$ cat config.mk
export PLATFORM = sky130hd
export DESIGN_NAME = apg_isqrt
export DESIGN_NICKNAME = d
export VERILOG_FILES = /design/src/rtl/apg_isqrt.sv
export SDC_FILE = /design/constraint.sdc
export NUM_CORES = 1
export LEC_CHECK = 0
export BUFFER_PORTS_ARGS = -buffer_cell sky130_fd_sc_hd__buf_2
export CAP_MARGIN = 20
export CORE_ASPECT_RATIO = 0.5
export CORE_MARGIN = 3
export CORE_UTILIZATION = 60
export CTS_BUF_LIST = sky130_fd_sc_hd__clkbuf_8
export DETAILED_ROUTE_END_ITERATION = 8
export GPL_ROUTABILITY_DRIVEN = 0
export MAX_ROUTING_LAYER = met4
export PLACE_DENSITY = 0.8
export RECOVER_POWER = 50
export SLEW_MARGIN = 20
export SYNTH_ARGS = -nofsm -noshare
export SYNTH_HDL_FRONTEND = slang
export SYNTH_SLANG_ARGS = --single-unit
$ cat constraint.sdc
create_clock -name clk -period 6.55 [get_ports clk]
set_input_delay 1.31 -clock clk [delete_from_list [all_inputs] [get_ports clk]]
set_output_delay 1.31 -clock clk [all_outputs]
set_load 0.005 [all_outputs]
$ cat src/rtl/apg_isqrt.sv
// Restoring integer square root, one result bit per cycle.
module apg_isqrt #(
  parameter int W = 12
) (
  input  logic           clk,
  input  logic           rst_n,
  input  logic           start,
  input  logic [2*W-1:0] radicand,
  output logic           done,
  output logic [W-1:0]   root
);

  logic [2*W-1:0]         rad_r;
  logic [W:0]             rem_r;
  logic [W-1:0]           root_r;
  logic [$clog2(W+1)-1:0] cnt_r;
  logic                   busy_r;
  logic                   done_r;

  logic [W+2:0] rem_t;
  logic [W+2:0] trial;
  logic         fits;

  // one trial subtraction per step
  always_comb begin
    rem_t = {rem_r, rad_r[2*W-1:2*W-2]};
    trial = {1'b0, root_r, 2'b01};
    fits  = (rem_t >= trial);
  end

  always_ff @(posedge clk) begin
    if (!rst_n) begin
      busy_r <= 1'b0;
      done_r <= 1'b0;
    end else begin
      done_r <= 1'b0;
      if (start) begin
        busy_r <= 1'b1;
      end else if (busy_r && cnt_r == ($clog2(W+1))'(1)) begin
        busy_r <= 1'b0;
        done_r <= 1'b1;
      end
    end
  end

  // datapath
  always_ff @(posedge clk) begin
    if (start) begin
      rad_r  <= radicand;
      rem_r  <= '0;
      root_r <= '0;
      cnt_r  <= ($clog2(W+1))'(W);
    end else if (busy_r) begin
      rad_r <= {rad_r[2*W-3:0], 2'b00};
      cnt_r <= cnt_r - 1'b1;
      if (fits) begin
        rem_r  <= rem_t[W:0] - trial[W:0];
        root_r <= {root_r[W-2:0], 1'b1};
      end else begin
        rem_r  <= rem_t[W:0];
        root_r <= {root_r[W-2:0], 1'b0};
      end
    end
  end

  assign done = done_r;
  assign root = root_r;

endmodule

; Yosys cells after proc, flatten, opt, wreduce, memory -nomap -nowiden
; Cells that the tools add are included.
[op_classes]
add_sub_neg = 2
order_cmp = 1
eq_ne = 1
mux = 7
bitwise_logic = 1
n_reduce_logical = 4
[op_table]
columns = op, count
row1 = two-way mux 24 bit, 2
row2 = greater-or-equal comparator 15 x 14 -> 1 bit, 1
row3 = two-way mux 13 bit, 1
row4 = subtractor 13 bit, 1
row5 = "== test 4 x 1 -> 1 bit, second input constant", 1
row6 = two-way mux 1 bit, 4
row7 = nonzero test 2 bit, 2
row8 = "subtractor 4 x 1 -> 4 bit, second input constant", 1
row9 = OR reduction 2 bit, 1
row10 = logical AND 1 bit, 1
row11 = inverter 1 bit, 1
[totals]
regBits = 55
output_inout_bits = 13

; Depth between registers and ports, before layout
[logic_depth]
depth_word = 4
ltp_mapped = 9
depth_no_buf = 7

; Worst setup path after synthesis
; No wires, ideal clock.
[synth_path]
kind = input-to-reg
startpoint = input start
endpoint = register rad_r[0], enable pin
arrival_time_ps = 2080
t_required_ps = 6171
slack_ps = 4091
stages = 3
n_path_buf = 1
path_cell_list = clkbuf_1 nor2_1 inv_1
[synth_between]
elab_chain_len = 1
[synth_lines]
columns = item, line_no
row1 = start: declaration, 7  ; input logic start,
row2 = nonzero test 2 bit (no source line), --
row3 = end signal: assignment, 49  ; rad_r <= radicand;
row4 = end signal: assignment, 54  ; rad_r <= {rad_r[2*W-3:0], 2'b00};
row5 = end: declaration, 13  ; logic [2*W-1:0] rad_r;
; No other way between the ends.
; A chain may end at the register's enable or synchronous reset.

; Final worst setup path
[layout_path]
startpoint = input start
endpoint = register rad_r[23], enable pin
; The elaborated chain is that of the path after synthesis.

==> results.py <==
metrics = {
    "outcome": {
        "status": "finished, violations left",
        "violations": "capacitance limit, slew limit",
    },
    "yosys": {
        "avgSynthCellArea_um2": 10.1,
        "ys_top_cells_by_area": "edfxtp_1 23%, dfxtp_1 20%, mux2_2 8.0%",
        "synth.largest_area_cell": "edfxtp_1",
        "synth_most_common_cell": "nor2_1",
        "synth-edff-count": 24,
        "synth-seq-area-share": 0.434,
        "ys_ff_latch": 55,
        "synthDistinctLibCells": 53,
        "async_reset_ff_frac": 0,
        "synth_top_area_frac": 0.233,
        "ys_top_cells_by_count": "33 x nor2_1, 31 x dfxtp_1, 24 x edfxtp_1",
        "dominantRegCellSynth": "dfxtp_1",
        "yosys_warnings": 0,
        "syn_nets": 350,
        "synthCells": 307,
        "netlist_area_um2": 3090,
    },
    "route": {
        "routed_wl_um": 6620,
        "firstDrtPassIters": 4,
        "drt-wirelength-per-cell_um": 16.3,
        "vias": 2514,
        "ant_nets": 0,
        "drc": 0,
        "avgViaCountPerCell": 6.19,
        "drt-initial-drc-count": 176,
    },
    "cts": {
        "ctsResizeCount": 0,
        "h-tree-depth": 2,
        "hold_buffers": 0,
        "clkTransAtPathRegs_ns": 0.09,
        "cts_setup_buffers": 0,
        "ctsLongestPathBuffers": 2,
        "cts_tree": "built",
        "numCtsBuffers": 5,
        "cts_sinks": 55,
        "clk_latency_ns": 0.30,
        "root_buffer": "clkbuf_8",
    },
    "sta": {
        "grt_setup_unrepaired": "false",
        "fmaxAchievable_mhz": 235,
        "setup_viol": 0,
        "drv_slew": 52,
        "fin_crit_sh": 0.650,
        "slew-limit-headroom": -0.562,
        "finalSetupTns_ns": 0,
        "fin_crit_ns": 4.26,
        "hold_viol_final": 0,
        "tightest_slew_ns": 2.34,
        "finClkSkew_ns": 0.00740,
    },
    "place": {
        "dp_hpwl_um": 4850,
        "dp.cells": 398,
        "portBuffers": 39,
    },
    "setup_path": {
        "cp.required_ns": 6.49,
        "r2r-start": "root[2]",
        "worstSetupEndpointType": "flop",
        "r2r_setup_slack_ns": 3.88,
        "cp_max_fo": 51,
        "critPathKind": "in2reg",
        "crit_start": "start",
        "max_stage_delay_ns": 1.64,
        "cp_cell_sequence": "clkbuf_1, nor2_1, inv_1",
        "timing.rr.end": "rem_r[0]",
        "arrival_ns": 4.20,
        "rr_worst_depth": 7,
        "start_kind": "primary input",
        "crit_end": "rad_r[23]",
        "cpMaxStageDelayCell": "clkbuf_1",
    },
    "flow_run": {
        "cap_violations": 1,
    },
    "power_and_ir_drop": {
        "p_leak_nw": 1.36,
        "finalPower_w": 0.00146,
        "p_per_area_nw_per_um2": 430,
        "ir_drop_uv": 234,
    },
    "finish": {
        "diodes": 0,
        "layout-drive-gt1-share": 0.203,
        "area_growth_pct": 9.75,
        "fin_nets": 382,
        "stdcell_count": 406,
    },
    "global_route": {
        "grt_max_degree": 52,
        "gr-total-overflow": 0,
        "grt_usage": 0.233,
        "grt_pass1_vias": 2416,
        "grt_first_pass_wirelength_um": 11200,
        "grt_antenna_before_repair": 0,
    },
    "min_path": {
        "hp-class": "reg2reg",
    },
    "floorplan": {
        "ios": 40,
        "fp.dieW_um": 108,
        "fp-row-count": 17,
        "core_um2": 4680,
        "die_area_um2": 6100,
        "start_util": 0.661,
        "die_h_um": 56.8,
    },
}
[kinds of logic after synthesis]
logic type	share of synthesized area
xor+xnor	0.0170
fa+ha+maj	0.0647
simple gates	0.142
compound gates	0.176
flops	0.434
buf+inv	0.0481
mux	0.119
[how the worst min path moves through the flow]
stage / from / end / slack, ns / cells after the start
5_1_grt: rem_r[2] / rem_r[2] / 0.54 / 2
2_1_floorplan: rem_r[11] / rem_r[11] / 0.45 / 2
4_1_cts: rem_r[2] / rem_r[2] / 0.52 / 2
3_3_place_gp: rem_r[11] / rem_r[11] / 0.48 / 2
6_report: rem_r[2] / rem_r[2] / 0.51 / 2
3_5_place_dp: rem_r[11] / rem_r[11] / 0.50 / 2
[sequential cells by signal, indices dropped and copies added (netlist names)]
register,flops
root,12
rem_r,13
rad_r,24
busy_r,1
done,1
cnt_r,4
[cells in the final DEF, fill, tap and decap left out, types with 2 or more instances in the layout]
cell type | synthesis | final
buf_2 | 5 | 34
nor2_1 | 33 | 33
dfxtp_1 | 31 | 31
inv_1 | 23 | 24
edfxtp_1 | 24 | 24
mux2_2 | 22 | 22
ha_1 | 16 | 16
mux2i_1 | 12 | 12
a21oi_1 | 11 | 11
o21ai_0 | 11 | 11
nand2_1 | 7 | 7
nand3_1 | 7 | 7
xnor2_1 | 6 | 6
and2_1 | 6 | 6
a211oi_1 | 5 | 5
a21o_1 | 5 | 5
nand4_1 | 5 | 5
a311oi_1 | 5 | 5
clkbuf_8 | 0 | 5
clkbuf_1 | 6 | 5
o211ai_1 | 4 | 4
a2111oi_0 | 4 | 4
o21a_1 | 4 | 4
nor4_1 | 4 | 4
a41oi_1 | 4 | 4
nor3_1 | 3 | 3
o311ai_0 | 3 | 3
nor2b_1 | 3 | 3
nand2b_1 | 3 | 3
and3_1 | 2 | 2
o21bai_1 | 2 | 2
or3_1 | 2 | 2
o211a_1 | 2 | 2
o31ai_1 | 2 | 2
o221ai_1 | 2 | 2
a221o_1 | 2 | 2
[stage by stage]
| step | setup slack (ns) | cell area [µm²] | hold slack (ns) | utilization |
|---|---|---|---|---|
| 5_1_grt | 1.89 | 3390 | 0.537 | 0.725 |
| 2_1_floorplan | 4.09 | 3090 | 0.447 | - |
| 6_report | 2.29 | 3390 | 0.513 | 0.725 |
| 4_1_cts | 3.43 | 3400 | 0.517 | 0.727 |
| 3_3_place_gp | 3.16 | 3320 | 0.484 | 0.709 |
| 3_5_place_dp | 3.09 | 3320 | 0.504 | 0.709 |
[critical path, delay by kind of cell]
family	cells	cell delay, ns
buffers and inverters	2	2.44
and+or+nand+nor	1	0.42
[per-layer routing]
metal | GRT usage | vias to the layer above | share of wire | wire, µm
met2 | 0.356 | 112 | 0.46 | 3010
met1 | 0.316 | 1181 | 0.45 | 2990
met3 | 0.0631 | 9 | 0.084 | 553
li1 | - | 1212 | - | -
met4 | 0.0396 | 0 | 0.0095 | 63
met5 | - | - | 0 | 0
[cell type report]
cell class,count,area [µm²]
repair buffers,40,196
multi-input cells,214,1600
clock inverters,3,16.3
fillers,364,1280
well taps,66,82.6
inverters,23,86.3
clock buffers,5,68.8
flip-flops and latches,55,1340
[report_power, final]
| part | internal (W) | switching (W) | total, W |
|---|---|---|---|
| clock | 0.0000743 | 0.000107 | 0.000181 |
| combinational | 0.000318 | 0.000507 | 0.000825 |
| sequential | 0.000415 | 0.0000400 | 0.000455 |
| total | 0.000807 | 0.000654 | 0.00146 |
Note: power is estimated with default switching activity, not from simulation.
