===== config.mk =====
export PLATFORM = sky130hd
export DESIGN_NAME = apg_pair
export DESIGN_NICKNAME = d
export VERILOG_FILES = /design/src/rtl/apg_pkg.sv /design/src/rtl/apg_pair.sv
export SDC_FILE = /design/constraint.sdc
export NUM_CORES = 2
export LEC_CHECK = 0
export ABC_AREA = 1
export BUFFER_PORTS_ARGS = -buffer_cell sky130_fd_sc_hd__buf_4
export CAP_MARGIN = 40
export CORE_MARGIN = 1.5
export CORE_UTILIZATION = 60
export CTS_BUF_LIST = sky130_fd_sc_hd__clkbuf_8
export CTS_CLUSTER_DIAMETER = 50
export CTS_CLUSTER_SIZE = 16
export DETAILED_ROUTE_END_ITERATION = 8
export MAX_ROUTING_LAYER = met4
export PLACE_DENSITY = 0.76
export SLEW_MARGIN = 15
export SYNTH_ARGS = -nofsm -noshare
export SYNTH_HDL_FRONTEND = slang
export SYNTH_SLANG_ARGS = --single-unit

===== constraint.sdc =====
create_clock -name clk -period 18.9 [get_ports clk]
set_clock_uncertainty 0.1 [all_clocks]
set_input_delay 1.89 -clock clk [delete_from_list [all_inputs] [get_ports clk]]
set_output_delay 1.89 -clock clk [all_outputs]
set_load 0.005 [all_outputs]

===== src/rtl/apg_pkg.sv =====
// Shared constants, types and state codes of the angular proximity grouping block.
package apg_pkg;

  localparam int ID_W           = 16;
  localparam int GRP_W          = 6;
  localparam int COS_W          = 16;
  localparam int CFG_IDX_W      = 3;
  localparam int CFG_DATA_W     = 16;
  localparam int MAX_BLOBS_DEF  = 64;
  localparam int COORD_BITS_DEF = 12;
  localparam logic [COS_W-1:0] COS_RESET = 16'd65177;

  // Register indexes of the configuration port
  localparam logic [CFG_IDX_W-1:0] CFG_SUN_X  = 3'd0;
  localparam logic [CFG_IDX_W-1:0] CFG_SUN_Y  = 3'd1;
  localparam logic [CFG_IDX_W-1:0] CFG_RADIUS = 3'd2;
  localparam logic [CFG_IDX_W-1:0] CFG_COS    = 3'd3;

  // Load strobes for the pair test unit
  typedef struct packed {
    logic ld_i;
    logic ld_j;
  } apg_pair_ctl_t;

  typedef enum logic [4:0] {
    S_IDLE,
    S_SQ,
    S_DIFF,
    S_ROOT,
    S_STORE,
    S_LINIT,
    S_RDI,
    S_LATI,
    S_CHKJ,
    S_RDLA,
    S_RDLB,
    S_PAIR,
    S_DEC,
    S_SWRD,
    S_SWWR,
    S_DRD,
    S_DCHK,
    S_DRD2,
    S_DWAIT
  } apg_state_t;

endpackage


===== src/rtl/apg_pair.sv =====
// Neighbor test of two stored blobs: dot product against the scaled cosine threshold.
module apg_pair #(
  parameter int CB = 12
) (
  input  logic                   clk,
  input  apg_pkg::apg_pair_ctl_t ctl,
  input  logic [3*CB+1:0]        geo,
  input  logic [2*CB-1:0]        rr,
  input  logic [15:0]            cos_thr,
  output logic                   close
);

  import apg_pkg::*;

  localparam int SUM_W = 2*CB + 4;
  localparam int LHS_W = SUM_W + COS_W;
  localparam int RHS_W = 2*CB + COS_W;

  logic signed [CB:0]      xi_r, yi_r, xj_r, yj_r;
  logic [CB-1:0]           zi_r, zj_r;
  logic [RHS_W-1:0]        rhs_r;
  logic signed [2*CB+1:0]  px_r, py_r;
  logic [2*CB-1:0]         pz_r;
  logic                    close_r;

  logic signed [SUM_W-1:0] pz_ext;
  logic signed [SUM_W-1:0] dot;
  logic signed [LHS_W-1:0] lhs;
  logic signed [LHS_W-1:0] rhs_ext;

  // operand registers; the threshold is fixed when the outer blob loads
  always_ff @(posedge clk) begin
    if (ctl.ld_i) begin
      xi_r  <= geo[CB:0];
      yi_r  <= geo[2*CB+1:CB+1];
      zi_r  <= geo[3*CB+1:2*CB+2];
      rhs_r <= RHS_W'(rr) * RHS_W'(cos_thr);
    end
    if (ctl.ld_j) begin
      xj_r <= geo[CB:0];
      yj_r <= geo[2*CB+1:CB+1];
      zj_r <= geo[3*CB+1:2*CB+2];
    end
  end

  // stage 1: products
  always_ff @(posedge clk) begin
    px_r <= xi_r * xj_r;
    py_r <= yi_r * yj_r;
    pz_r <= zi_r * zj_r;
  end

  // stage 2: sum and compare
  always_comb begin
    pz_ext  = {{(SUM_W-2*CB){1'b0}}, pz_r};
    dot     = SUM_W'(px_r) + SUM_W'(py_r) + pz_ext;
    lhs     = {dot, {COS_W{1'b0}}};
    rhs_ext = {{(LHS_W-RHS_W){1'b0}}, rhs_r};
  end

  always_ff @(posedge clk) begin
    close_r <= (lhs >= rhs_ext);
  end

  assign close = close_r;

endmodule


; ---- Word level (Yosys, flattened, before mapping)
; Index checks and enable logic that the tools add are counted.
[classes]
addsub = 2
n_lt_le_gt_ge = 1
n_mul = 4
[ops]
columns = cell, count
row1 = multiplier 13 x 13 -> 26 bit, 2
row2 = >= comparator 44 x 41 -> 1 bit, 1
row3 = multiplier 24 x 16 -> 40 bit, 1
row4 = adder 27 x 25 -> 28 bit, 1
row5 = adder 26 x 26 -> 27 bit, 1
row6 = multiplier 12 x 12 -> 24 bit, 1
[totals]
regBits = 193
inputBits = 81
output_inout_bits = 1
wordCells = 18

; ---- Depth between registers and ports, before layout
[logic_depth]
ltp_word = 3
mapped_depth = 27
depth_no_buf = 25

; ---- Worst setup path before layout
; No wires, ideal clock.
[synth_path]
path_kind = input to register
start = input port rr[13]
end = register rhs_r[25] (data pin)
arrival_time_ns = 6.915
required_time_ns = 18.538
path_buffers = 2
path_slack_ns = 11.624
path_stages = 22
path_cell_list = clkbuf_1 -> clkbuf_1 -> nand2_1 -> fa_1 -> inv_1 -> fa_1 -> inv_1 -> fa_1 -> inv_1 -> fa_1 -> fa_1 -> inv_1 -> fa_1 -> inv_1 -> ha_1 -> a21oi_1 -> o21ai_0 -> a21oi_1 -> nand2_1 -> a21oi_1 -> o21ai_1 -> xor2_1
[synth_between]
elab_chain_cells = 1
[synth_rtl]
columns = element, line
row1 = from (decl), apg_pair.sv:8  ; input logic [2*CB-1:0] rr,
row2 = multiplier 24 x 16 -> 40 bit, apg_pair.sv:37  ; rhs_r <= RHS_W'(rr) * RHS_W'(cos_thr);
row3 = to (signal assigned), apg_pair.sv:37
row4 = to (decl), apg_pair.sv:21  ; logic [RHS_W-1:0] rhs_r;
; Every way passes these cells.
; A chain may end at the register's enable or synchronous reset.

; ---- Worst setup path in the final report
[layout_path]
start = input port cos_thr[1]
end = register rhs_r[34] (data pin)
[layout_between]
elab_chain_cells = 1
[layout_rtl]
columns = element, line
row1 = from (decl), apg_pair.sv:9  ; input logic [15:0] cos_thr,
row2 = multiplier 24 x 16 -> 40 bit, apg_pair.sv:37
; Every way passes these cells.

==> reports/results.ini <==
[run_status]
run_status=finished clean

[worst_setup_path]
crit_fanout=24
cp-end-kind=flip-flop
critical_path_class=primary input to flip-flop
cp.required_ns=19.12
worst_ep_arrival_time_ns=7.15
startpoint_type=primary input

[floorplan]
initial_core_util_pct=60.7
fp.dieW_um=256
coreArea_mm2=0.0631
rows=92
die_h_um=256
fp.dieArea_mm2=0.0654
io_pins=82

[route]
wire_per_inst_um=16.0
vias_per_cell=5.24
first_pass_iters=9
vias=28000
drt_iter0_drc=2020
drc=0
ant_nets=0
wirelength_mm=85.3

[sta]
setup_tns_ns=0
period_needed_ns=6.92
final_hold_viol_count=0
slew_viol_final=0
fin_ws_ns=11.98
slew_headroom_pct=57.1
finalSetupViolations=0
max_freq_mhz=144
rsz0062_at_grt=no
tightestPinTransition_ns=0.643
finalCritPeriodShare_pct=36.6

[layout]
nets=5683
final_core_util_pct=63.1
drive_gt1_share_pct=3.78
stdcell_area_mm2=0.0398
synthToLayoutAreaGrowth_pct=3.98

[global_route]
grt_util_met1_pct=38.1
grt_pass1_vias=30100
grt_pass1_wl_mm=147
grt_overflow=0
busiest_layer=met2
antenna_found_initial=1
grt.total_usage_pct=28.8
met2_usage_pct=47.0
grt_max_degree=61
grt_use_met3_pct=4.20

[synthesis]
async_flop_share_pct=0
syn_inst=4541
synth-edff-count=116
synthTopCellsByCount=1255 x inv_1, 1134 x nand2_1, 755 x fa_1, 360 x ha_1, 156 x clkbuf_1
ys_seq_area_share_pct=13.1
ys_warn_count=0
synth_nets=5737
synth.most_common_cell=inv_1
synth_area_mm2=0.0383
synth_top_cell_area_share_pct=39.5
yosys_most_used_dff=edfxtp_1
ys_seq_elements=193
synth_area_leaders=fa_1 39%, inv_1 12%, ha_1 12%
yosysTopAreaCell=fa_1
syn_area_per_cell_um2=8.43
ys_types=47

[placed_design]
postPlaceCellArea_mm2=0.0394
pre_cts_ws_ns=11.40
io_buffers=81
gp_congestion=0.949
hpwl_mm=70.6

[run]
drv_cap=0

[cts]
cts-buffers-inserted=17
clock-sinks=193
cts_resized=0
hold_buffers=0
postCtsSetupBuffers=0
clkLatencyLatePin_ns=0.57
cts.path.max_buffers=2
htree_num_levels=4
cts_tree=built
cts_root_buffer=clkbuf_8
clkTransAtPathRegs_ns=0.10

[min_path]
min_path_type=flip-flop to flip-flop

## metal layers
metal / vias up / share of wire [%] / wire length (µm)
met2: 961 / 49 / 41500
met4: 0 / 1.9 / 1580
li1: 13100 / - / -
met3: 110 / 7.0 / 5960
met1: 13900 / 42 / 36300
met5: - / 0 / 0
## sequential cells by signal, indices dropped and copies added (netlist names)
| signal | count |
|---|---|
| pz_r | 24 |
| yi_r | 13 |
| zi_r | 12 |
| xi_r | 13 |
| rhs_r | 40 |
| zj_r | 12 |
| px_r | 26 |
| yj_r | 13 |
| xj_r | 13 |
| close | 1 |
| py_r | 26 |
## final cells by class
class	instances	area, µm²
fillers	5410	23300
repair buffers	83	643
clock buffers	17	234
diodes	1	2.50
inverters	1257	4720
well taps	846	1060
multi-input cells	2935	28000
clock inverters	15	173
flip-flops and latches	193	5020
## final timing paths
| kind | slack (ns) | cells after the start | from | end |
|---|---|---|---|---|
| max | 11.98 | 21 | cos_thr[1] | rhs_r[34]$_DFFE_PP_ |
| min | 0.71 | 2 | zj_r[0]$_DFFE_PP_ | pz_r[0]$_DFF_P_ |
| max reg2reg | 12.91 | 16 | yj_r[1]$_DFFE_PP_ | py_r[25]$_DFF_P_ |
| min reg2reg | 0.71 | 2 | zj_r[0]$_DFFE_PP_ | pz_r[0]$_DFF_P_ |
## cells in the final DEF (no fill, tap or decap), types with 10 or more instances in the layout
cell | synthesis | layout
a31oi_1 | 14 | 14
dfxtp_1 | 77 | 77
ha_1 | 360 | 360
nand2_1 | 1134 | 1134
buf_4 | 0 | 82
or2_2 | 24 | 24
clkbuf_8 | 0 | 17
inv_1 | 1255 | 1256
o21ai_0 | 59 | 59
nor3_1 | 15 | 15
nand4_1 | 21 | 21
xnor2_1 | 43 | 43
edfxtp_1 | 116 | 116
a21oi_1 | 135 | 135
o21bai_1 | 15 | 15
fa_1 | 755 | 755
nand3_1 | 53 | 53
xor2_1 | 90 | 90
o21ai_1 | 10 | 10
nor2_1 | 132 | 132
## worst max-delay path, cell delays in order
cell	delay (ns)
buf_4	0.29
nand2_1	0.15
fa_1	0.56
inv_1	0.06
fa_1	0.52
inv_1	0.06
fa_1	0.50
inv_1	0.06
fa_1	0.48
fa_1	0.48
inv_1	0.05
fa_1	0.48
inv_1	0.04
ha_1	0.34
nand2_1	0.10
nand2_1	0.07
a21boi_0	0.27
o21ai_0	0.18
a21oi_1	0.30
o21ai_1	0.12
xor2_1	0.15
## logic make-up after synthesis
family,count (synthesis),share of synthesized area [%]
adder cells (fa/ha/maj),1115,51.2
AND/OR/NAND/NOR,1410,14.6
flip-flops,193,13.1
XOR/XNOR,133,3.04
AO/OA/AOI/OAI,277,4.15
buffers and inverters,1413,13.8
## stage by stage
stage          hold slack [ns]  cells
6_report                 0.710   5347
5_1_grt                  0.761   5347
4_1_cts                  0.712   5345
3_5_place_dp             0.670   5313
3_3_place_gp             0.688   5313
2_1_floorplan            0.354   4541
Power is left out: the tool's default activity adds up to more than one toggle a clock period on the data nets, which glitch-free logic cannot reach.
